## src/hcb_pkg.sv

```systemverilog
// Shared constants and types for the Huffman code builder.
package hcb_pkg;

    localparam int MAX_SYMBOLS = 16;
    localparam int FREQ_BITS   = 16;

    localparam int NODE_CAP = 2 * MAX_SYMBOLS - 1;
    localparam int NODE_W   = $clog2(NODE_CAP + 1);
    localparam int CNT_W    = $clog2(MAX_SYMBOLS + 1);
    localparam int LEAF_W   = $clog2(MAX_SYMBOLS);
    localparam int SP_W     = $clog2(MAX_SYMBOLS);
    localparam int WEIGHT_W = FREQ_BITS + $clog2(MAX_SYMBOLS);

    localparam int SYM_W  = 8;
    localparam int FIN_W  = 16;
    localparam int CODE_W = 15;
    localparam int LEN_W  = 4;

    localparam logic [31:0] FREQ_MASK = (FREQ_BITS >= 32) ? 32'hFFFF_FFFF :
                                        32'((64'd1 << FREQ_BITS) - 64'd1);

    typedef struct packed {
        logic load;
        logic init;
        logic scan_step;
        logic merge;
        logic walk_start;
        logic walk_step;
    } hcb_cmd_t;

    typedef struct packed {
        logic multi;
        logic scan_done;
        logic more_merges;
        logic top_leaf;
        logic stack_empty;
        logic out_free;
    } hcb_status_t;

    typedef struct packed {
        logic [NODE_W-1:0] node;
        logic [CODE_W-1:0] code;
        logic [LEN_W-1:0]  len;
    } hcb_walk_t;

endpackage

```

## src/hcb_ctrl.sv

```systemverilog
// Sequencer for loading, merging and the preorder walk.
module hcb_ctrl
    import hcb_pkg::*;
(
    input  logic        clk,
    input  logic        rst_n,
    input  logic        in_valid,
    input  logic        last,
    output logic        in_stall,
    input  hcb_status_t status,
    output hcb_cmd_t    cmd
);

    localparam logic [2:0] S_LOAD  = 3'd0;
    localparam logic [2:0] S_INIT  = 3'd1;
    localparam logic [2:0] S_SCAN  = 3'd2;
    localparam logic [2:0] S_MERGE = 3'd3;
    localparam logic [2:0] S_ROOT  = 3'd4;
    localparam logic [2:0] S_WALK  = 3'd5;

    logic [2:0] state_reg;
    logic [2:0] state_next;

    assign in_stall = (state_reg != S_LOAD);

    always_comb
    begin
        cmd        = '0;
        state_next = state_reg;
        case (state_reg)
            S_LOAD:
            begin
                if (in_valid)
                begin
                    cmd.load = 1'b1;
                    if (last)
                    begin
                        state_next = S_INIT;
                    end
                end
            end
            S_INIT:
            begin
                cmd.init   = 1'b1;
                state_next = status.multi ? S_SCAN : S_ROOT;
            end
            S_SCAN:
            begin
                cmd.scan_step = 1'b1;
                if (status.scan_done)
                begin
                    state_next = S_MERGE;
                end
            end
            S_MERGE:
            begin
                cmd.merge  = 1'b1;
                state_next = status.more_merges ? S_SCAN : S_ROOT;
            end
            S_ROOT:
            begin
                cmd.walk_start = 1'b1;
                state_next     = S_WALK;
            end
            S_WALK:
            begin
                if (!status.top_leaf || status.out_free)
                begin
                    cmd.walk_step = 1'b1;
                    if (status.top_leaf && status.stack_empty)
                    begin
                        state_next = S_LOAD;
                    end
                end
            end
            default:
            begin
                state_next = S_LOAD;
            end
        endcase
    end

    always_ff @(posedge clk or negedge rst_n)
    begin
        if (!rst_n)
        begin
            state_reg <= S_LOAD;
        end
        else
        begin
            state_reg <= state_next;
        end
    end

    a_load_only_idle: assert property (@(posedge clk) disable iff (!rst_n)
        cmd.load |-> state_reg == S_LOAD)
        else $error("A word was taken outside the load state.");

    a_build_after_last: assert property (@(posedge clk) disable iff (!rst_n)
        cmd.load && last |=> state_reg == S_INIT)
        else $error("The last word did not start a build.");

    a_walk_exit: assert property (@(posedge clk) disable iff (!rst_n)
        state_reg == S_WALK && state_next == S_LOAD |-> status.out_free)
        else $error("The walk finished without room for its final code word.");

endmodule

```

## src/hcb_dp.sv

```systemverilog
// Node store, two-minimum scan, merge unit, walk stack and output register.
module hcb_dp
    import hcb_pkg::*;
(
    input  logic                clk,
    input  logic                rst_n,
    input  hcb_cmd_t            cmd,
    output hcb_status_t         status,
    input  logic [SYM_W-1:0]    symbol,
    input  logic [FIN_W-1:0]    frequency,
    output logic                out_valid,
    input  logic                out_stall,
    output logic [SYM_W-1:0]    code_symbol,
    output logic [CODE_W-1:0]   code_bits,
    output logic [LEN_W-1:0]    code_length,
    output logic                dropped,
    output logic                final_res
);

    logic [WEIGHT_W-1:0] weight_mem [NODE_CAP];
    logic [SYM_W-1:0]    sym_mem    [MAX_SYMBOLS];
    logic [NODE_W-1:0]   left_mem   [NODE_CAP];
    logic [NODE_W-1:0]   right_mem  [NODE_CAP];
    hcb_walk_t           stack_mem  [MAX_SYMBOLS];
    logic [NODE_CAP-1:0] active_reg;

    logic [CNT_W-1:0]    leaf_count_reg;
    logic                overflow_reg;
    logic [NODE_W-1:0]   total_reg;
    logic [NODE_W-1:0]   remaining_reg;
    logic [NODE_W-1:0]   scan_reg;
    logic [NODE_W-1:0]   best_reg;
    logic [NODE_W-1:0]   second_reg;
    logic                best_ok_reg;
    logic                second_ok_reg;
    logic [WEIGHT_W-1:0] best_w_reg;
    logic [WEIGHT_W-1:0] second_w_reg;
    hcb_walk_t           top_reg;
    logic [SP_W-1:0]     sp_reg;

    logic                out_valid_reg;
    logic [SYM_W-1:0]    out_sym_reg;
    logic [CODE_W-1:0]   out_code_reg;
    logic [LEN_W-1:0]    out_len_reg;
    logic                out_drop_reg;
    logic                out_final_reg;

    logic [31:0]         freq_ext;
    logic                top_leaf;
    logic                emit;
    logic [NODE_W-1:0]   leaf_nodes;

    assign freq_ext   = 32'(frequency) & FREQ_MASK;
    assign leaf_nodes = NODE_W'(leaf_count_reg);
    assign top_leaf   = (top_reg.node < leaf_nodes);
    assign emit       = cmd.walk_step && top_leaf;

    assign status.multi       = (leaf_count_reg > CNT_W'(1));
    assign status.scan_done   = (scan_reg == total_reg - NODE_W'(1));
    assign status.more_merges = (remaining_reg > NODE_W'(2));
    assign status.top_leaf    = top_leaf;
    assign status.stack_empty = (sp_reg == '0);
    assign status.out_free    = !out_valid_reg || !out_stall;

    always_ff @(posedge clk)
    begin
        if (cmd.load && leaf_count_reg < CNT_W'(MAX_SYMBOLS))
        begin
            weight_mem[leaf_nodes]             <= WEIGHT_W'(freq_ext);
            sym_mem[leaf_count_reg[LEAF_W-1:0]] <= symbol;
        end
        if (cmd.merge)
        begin
            weight_mem[total_reg] <= best_w_reg + second_w_reg;
            left_mem[total_reg]   <= best_reg;
            right_mem[total_reg]  <= second_reg;
        end
        if (cmd.walk_step && !top_leaf)
        begin
            stack_mem[sp_reg] <= '{node: right_mem[top_reg.node],
                                   code: {top_reg.code[CODE_W-2:0], 1'b1},
                                   len:  top_reg.len + LEN_W'(1)};
        end
    end

    always_ff @(posedge clk or negedge rst_n)
    begin
        if (!rst_n)
        begin
            active_reg     <= '0;
            leaf_count_reg <= '0;
            overflow_reg   <= 1'b0;
            total_reg      <= '0;
            remaining_reg  <= '0;
            scan_reg       <= '0;
            best_reg       <= '0;
            second_reg     <= '0;
            best_ok_reg    <= 1'b0;
            second_ok_reg  <= 1'b0;
            best_w_reg     <= '0;
            second_w_reg   <= '0;
            top_reg        <= '0;
            sp_reg         <= '0;
            out_valid_reg  <= 1'b0;
        end
        else
        begin
            if (cmd.load)
            begin
                if (leaf_count_reg < CNT_W'(MAX_SYMBOLS))
                begin
                    leaf_count_reg <= leaf_count_reg + CNT_W'(1);
                end
                else
                begin
                    overflow_reg <= 1'b1;
                end
            end
            if (cmd.init)
            begin
                for (int i = 0; i < NODE_CAP; i++)
                begin
                    active_reg[i] <= (NODE_W'(i) < leaf_nodes);
                end
                total_reg     <= leaf_nodes;
                remaining_reg <= leaf_nodes;
            end
            if (cmd.init || cmd.merge)
            begin
                scan_reg      <= '0;
                best_ok_reg   <= 1'b0;
                second_ok_reg <= 1'b0;
            end
            if (cmd.scan_step)
            begin
                scan_reg <= scan_reg + NODE_W'(1);
                if (active_reg[scan_reg])
                begin
                    if (!best_ok_reg || weight_mem[scan_reg] < best_w_reg)
                    begin
                        best_reg      <= scan_reg;
                        best_w_reg    <= weight_mem[scan_reg];
                        best_ok_reg   <= 1'b1;
                        second_reg    <= best_reg;
                        second_w_reg  <= best_w_reg;
                        second_ok_reg <= best_ok_reg;
                    end
                    else if (!second_ok_reg || weight_mem[scan_reg] < second_w_reg)
                    begin
                        second_reg    <= scan_reg;
                        second_w_reg  <= weight_mem[scan_reg];
                        second_ok_reg <= 1'b1;
                    end
                end
            end
            if (cmd.merge)
            begin
                active_reg[best_reg]   <= 1'b0;
                active_reg[second_reg] <= 1'b0;
                active_reg[total_reg]  <= 1'b1;
                total_reg              <= total_reg + NODE_W'(1);
                remaining_reg          <= remaining_reg - NODE_W'(1);
            end
            if (cmd.walk_start)
            begin
                top_reg <= '{node: total_reg - NODE_W'(1), code: '0, len: '0};
                sp_reg  <= '0;
            end
            if (cmd.walk_step)
            begin
                if (!top_leaf)
                begin
                    top_reg <= '{node: left_mem[top_reg.node],
                                 code: {top_reg.code[CODE_W-2:0], 1'b0},
                                 len:  top_reg.len + LEN_W'(1)};
                    sp_reg  <= sp_reg + SP_W'(1);
                end
                else if (sp_reg != '0)
                begin
                    top_reg <= stack_mem[sp_reg - SP_W'(1)];
                    sp_reg  <= sp_reg - SP_W'(1);
                end
                else
                begin
                    leaf_count_reg <= '0;
                    overflow_reg   <= 1'b0;
                    active_reg     <= '0;
                end
            end
            if (emit)
            begin
                out_valid_reg <= 1'b1;
            end
            else if (!out_stall)
            begin
                out_valid_reg <= 1'b0;
            end
        end
    end

    always_ff @(posedge clk)
    begin
        if (emit)
        begin
            out_sym_reg   <= sym_mem[top_reg.node[LEAF_W-1:0]];
            out_code_reg  <= top_reg.code;
            out_len_reg   <= top_reg.len;
            out_drop_reg  <= overflow_reg;
            out_final_reg <= (sp_reg == '0);
        end
    end

    assign out_valid   = out_valid_reg;
    assign code_symbol = out_sym_reg;
    assign code_bits   = out_code_reg;
    assign code_length = out_len_reg;
    assign dropped     = out_drop_reg;
    assign final_res   = out_final_reg;

    a_merge_room: assert property (@(posedge clk) disable iff (!rst_n)
        cmd.merge |-> total_reg < NODE_W'(NODE_CAP) && best_ok_reg && second_ok_reg)
        else $error("A merge ran without two candidates or without room.");

    a_emit_free: assert property (@(posedge clk) disable iff (!rst_n)
        emit |-> !out_valid_reg || !out_stall)
        else $error("A code word overwrote one still waiting.");

    a_push_room: assert property (@(posedge clk) disable iff (!rst_n)
        cmd.walk_step && !top_leaf |-> sp_reg < SP_W'(MAX_SYMBOLS - 1))
        else $error("The walk stack overflowed.");

endmodule

```

## src/huffman_code_builder_top.sv

```systemverilog
// Top level of the Huffman code builder.
//
// Words arrive on the input channel (in_valid, in_stall), one symbol and its
// frequency each; the word with last set closes the set and starts the build.
// Up to 16 symbols are held; further words are taken but discarded, and every
// code word of that set then shows dropped.
// A word that is not last is taken as soon as it is offered. The last word is
// followed by a set-up step, then for each of the N-1 merges a scan over all
// nodes created so far (one node a cycle through the two-minimum comparator)
// and a merge step, then a step to seat the root and one walk step per tree
// node, while N code words leave in preorder on the output channel (out_valid,
// out_stall), the final one marked by final_res.
// The input is stalled from the last word until the final code word has been
// written to the output register. A stalled output register holds its word
// and pauses the walk at the next leaf.
// Reset clears the sequencer, the symbol count and the output valid flag.
module huffman_code_builder_top
    import hcb_pkg::*;
(
    input  logic              clk,
    input  logic              rst_n,
    input  logic              in_valid,
    output logic              in_stall,
    input  logic [SYM_W-1:0]  symbol,
    input  logic [FIN_W-1:0]  frequency,
    input  logic              last,
    output logic              out_valid,
    input  logic              out_stall,
    output logic [SYM_W-1:0]  code_symbol,
    output logic [CODE_W-1:0] code_bits,
    output logic [LEN_W-1:0]  code_length,
    output logic              dropped,
    output logic              final_res
);

    hcb_cmd_t    cmd;
    hcb_status_t status;

    hcb_ctrl u_ctrl (
        .clk      (clk),
        .rst_n    (rst_n),
        .in_valid (in_valid),
        .last     (last),
        .in_stall (in_stall),
        .status   (status),
        .cmd      (cmd)
    );

    hcb_dp u_dp (
        .clk         (clk),
        .rst_n       (rst_n),
        .cmd         (cmd),
        .status      (status),
        .symbol      (symbol),
        .frequency   (frequency),
        .out_valid   (out_valid),
        .out_stall   (out_stall),
        .code_symbol (code_symbol),
        .code_bits   (code_bits),
        .code_length (code_length),
        .dropped     (dropped),
        .final_res   (final_res)
    );

endmodule

```

## config.mk

```make
export PLATFORM = sky130hd
export DESIGN_NAME = huffman_code_builder_top
export DESIGN_NICKNAME = d
export VERILOG_FILES = /design/src/hcb_pkg.sv /design/src/hcb_ctrl.sv /design/src/hcb_dp.sv /design/src/huffman_code_builder_top.sv
export SDC_FILE = /design/constraint.sdc
export NUM_CORES = 2
export LEC_CHECK = 0
export BUFFER_PORTS_ARGS = -buffer_cell sky130_fd_sc_hd__buf_2
export CORE_MARGIN = 4
export CORE_UTILIZATION = 55
export CTS_CLUSTER_DIAMETER = 30
export DETAILED_ROUTE_END_ITERATION = 12
export PLACE_DENSITY = 0.74
export SETUP_SLACK_MARGIN = 0.3
export SKIP_CTS_REPAIR_TIMING = 1
export SLEW_MARGIN = 20
export SYNTH_ARGS = -nofsm -noshare
export SYNTH_HDL_FRONTEND = slang
export SYNTH_SLANG_ARGS = --single-unit
```

## constraint.sdc

```tcl
create_clock -name clk -period 4.9 [get_ports clk]
set_input_delay 0 -clock clk [delete_from_list [all_inputs] [get_ports clk]]
set_output_delay 0 -clock clk [all_outputs]
set_load 0.005 [all_outputs]
```

==> metrics <==
synth warn 0; Antenna Nets Post-Route 0; critical path startpoint category flop; first-pass GRT wire length 252 mm; largest net degree at the start of global routing 113; FF-to-FF Start u_dp.scan_reg[0]; Root Buffer clkbuf_16; placer congestion estimate 0.933; Mapped Nets 3605; clock transition at the registers of the reported paths 50 ps; clock latency on the worst-skew pair 900 ps; hpwl dp 89.8 mm; fin crit period 4470 ps; FP Rows 125; cell area after synthesis 0.0651 mm2; status finished, final reports clean; CTS tree yes; most common cell after layout, fill and taps aside edfxtp_1; Layout Nets 4002; WS Path Type reg2reg; slew margin rel. 27.3%; CTS sink count 1591; die area 0.124 mm2; Buffers on Ports 59; setup-violating endpoint count in the final report 0; r2r endpoint u_dp.second_reg[0]; Hold Vio Cnt, Final 0; worst reg2reg setup slack 430 ps; syn_area_per_cell 18.6 um2; most frequent cells in the layout edfxtp_1, mux4_2, clkbuf_16, buf_4, nor2_1; hold wc startpoint frequency[11]; Post-synth top flop edfxtp_1; sw frac 32.3%; GRT Util Overall 27.3%; worst-margin pin slew 1090 ps; data required time of the critical path 5640 ps; cts bufs inserted 302; Post-synth EDFFs 1455; Comb power frac 31.5%; ys async rst share 8.55%; Hold WS 22.2 ps; Die Span Y 352 um; MaxCap Viol Count 0; Max Freq 0.224 GHz; die width 352 um; WL final 171 mm; critical path's most frequent cell buf_12; 1st-iter DRT viols 4355; slowest stage cell, crit path dfrtp_4; top flop regs u_dp.weight_mem (620), u_dp.stack_mem (368); sequential share of the synthesized area 72.4%; leakage power 0.0272 uW; crit end category flop; hold path cells 4; Vias 36900; WL/cell 30.3 um; Area Growth Syn to Fin 21.4%; period utilization 91.2%; internal power 37100 uW; vias in the first global route 38200; largest reg by FF count u_dp.weight_mem; IO Count 60; Starting Density 55.7%; Sequential Power Share 31.4%; P_sw 17700 uW; Top delay family on crit path compound AO/OA/AOI/OAI gates; Yosys reg bits 1591; H-tree Lvls 5; RSZ-0062 raised after global routing false; DRC 0; share of post-route cells with drive strength above 1 31.0%; crit-path max cell delay 510 ps; TNS Setup 0 ps; post-synthesis cell count 3497; R2R depth 18; Max Slew Vio Count 0; VDD IR max 722 uV; antenna violations before repair 4; clock buffer depth 4; Pwr per Cell Area 693 mW/mm2; Via density 6.55; Floorplan Core Area 0.117 mm2; worst-case clock skew 77.4 ps; CP arrival 5210 ps; Worst path depth 18; Hold Crit Class in2reg; Clk pwr share 37.0%; max reg flops 620; crit-path cells buf_12 > buf_4 > clkbuf_16 > mux4_2 > mux2_2 > o22ai_1 > a211o_1 > inv_1 > ha_1 > nand2_1 > or2_2 > nor2_1 > nand4_1 > a311oi_2 > o2bb2ai_4 > buf_12 > o22a_1 > o21a_1; CP Max Fanout 22; Hold EP u_dp.weight_mem[28][11]; DR pass1 iterations 10; grt ovf 0; worst path buffer plus inverter count 5; synth unique cells 77
worst min-delay path, delay by kind of cell:
family / cells / cell delay [ps]
buffers and inverters: 2 / 620
AOI/OAI and AO/OA: 1 / 80
and+or+nand+nor: 1 / 50
per-layer routing:
| layer | GRT usage (%) | routed length [um] |
|---|---|---|
| met5 | 0 | 40 |
| met4 | 11.8 | 7530 |
| met3 | 5.89 | 16700 |
| met2 | 44.3 | 84700 |
| met1 | 36.3 | 61800 |
cells by family (layout without fill, tap and decap cells):
logic type	count (synthesis)	count (layout)	share of synthesized area (%)
compound gates	466	466	4.81
mux	489	489	15.2
xor+xnor	31	31	0.417
fa+ha+maj	79	79	1.53
buf+inv	284	903	1.77
other cells	0	1	0
flops	1591	1591	72.4
simple gates	557	557	3.88
metrics by stage:
stage | instances | setup slack [ps] | util [%] | cell area [um2] | total power [uW]
floorplan | 3497 | 588 | - | 65100 | 28900
global placement | 5067 | 360 | 58.5 | 68300 | 33600
detailed placement | 5068 | 310 | 58.5 | 68400 | 33900
CTS | 5594 | 282 | 67.0 | 78300 | 54400
global route | 5640 | 303 | 67.6 | 79000 | 56900
finish | 5641 | 433 | 67.6 | 79000 | 54800
worst max path at each step:
stage / startpoint / endpoint / slack, ps
2_1_floorplan: u_dp.leaf_count_reg[0] / u_dp.weight_mem[28][0] / 590
3_3_place_gp: u_dp.scan_reg[0] / u_dp.second_w_reg[8] / 360
3_5_place_dp: u_dp.scan_reg[0] / u_dp.second_reg[3] / 310
4_1_cts: u_dp.scan_reg[0] / u_dp.second_w_reg[8] / 280
5_1_grt: u_dp.scan_reg[0] / u_dp.second_w_reg[19] / 300
6_report: u_dp.scan_reg[0] / u_dp.second_reg[0] / 430
power by group through the flow:
stage / combinational, uW / clock (uW) / sequential, uW
final: 17300 / 20300 / 17200
after detailed placement: 16500 / 0 / 17400
after global placement: 16200 / 0 / 17400
after CTS: 16700 / 20400 / 17200
after floorplan: 11800 / 0 / 17100
after global routing: 18400 / 21200 / 17200
synthesized netlist by cell type (16+ instances only):
cell type / number / area (um2)
nand3_1: 43 / 215
mux2i_1: 47 / 470
edfxtp_1: 1455 / 43700
o22ai_1: 71 / 444
o21a_1: 17 / 128
o221a_1: 16 / 180
a21o_1: 19 / 143
a221oi_1: 28 / 245
buf_1: 40 / 150
a21oi_1: 69 / 345
mux2_2: 41 / 462
nand2b_1: 16 / 100
a211o_1: 17 / 149
dfrtp_1: 136 / 3400
o21ai_0: 104 / 521
nor2_1: 205 / 769
mux4_2: 396 / 8920
nor3_1: 18 / 90.1
and2_1: 22 / 138
o31ai_1: 21 / 158
buf_2: 34 / 170
o211ai_1: 20 / 150
nand2_1: 169 / 634
ha_1: 78 / 976
inv_1: 80 / 300
and3_1: 18 / 113
xnor2_1: 16 / 140
clkbuf_1: 119 / 447
cell type report:
class | instances | area (um2)
Antenna cell | 1 | 2.50
Clock inverter | 192 | 2170
Timing Repair Buffer | 295 | 2530
Inverter | 82 | 308
Clock buffer | 334 | 7770
Tap cell | 1524 | 1910
Multi-Input combinational cell | 1622 | 17200
Sequential cell | 1591 | 47100
Fill cell | 6993 | 37900
No activity file was read; power rests on OpenSTA's default activity.
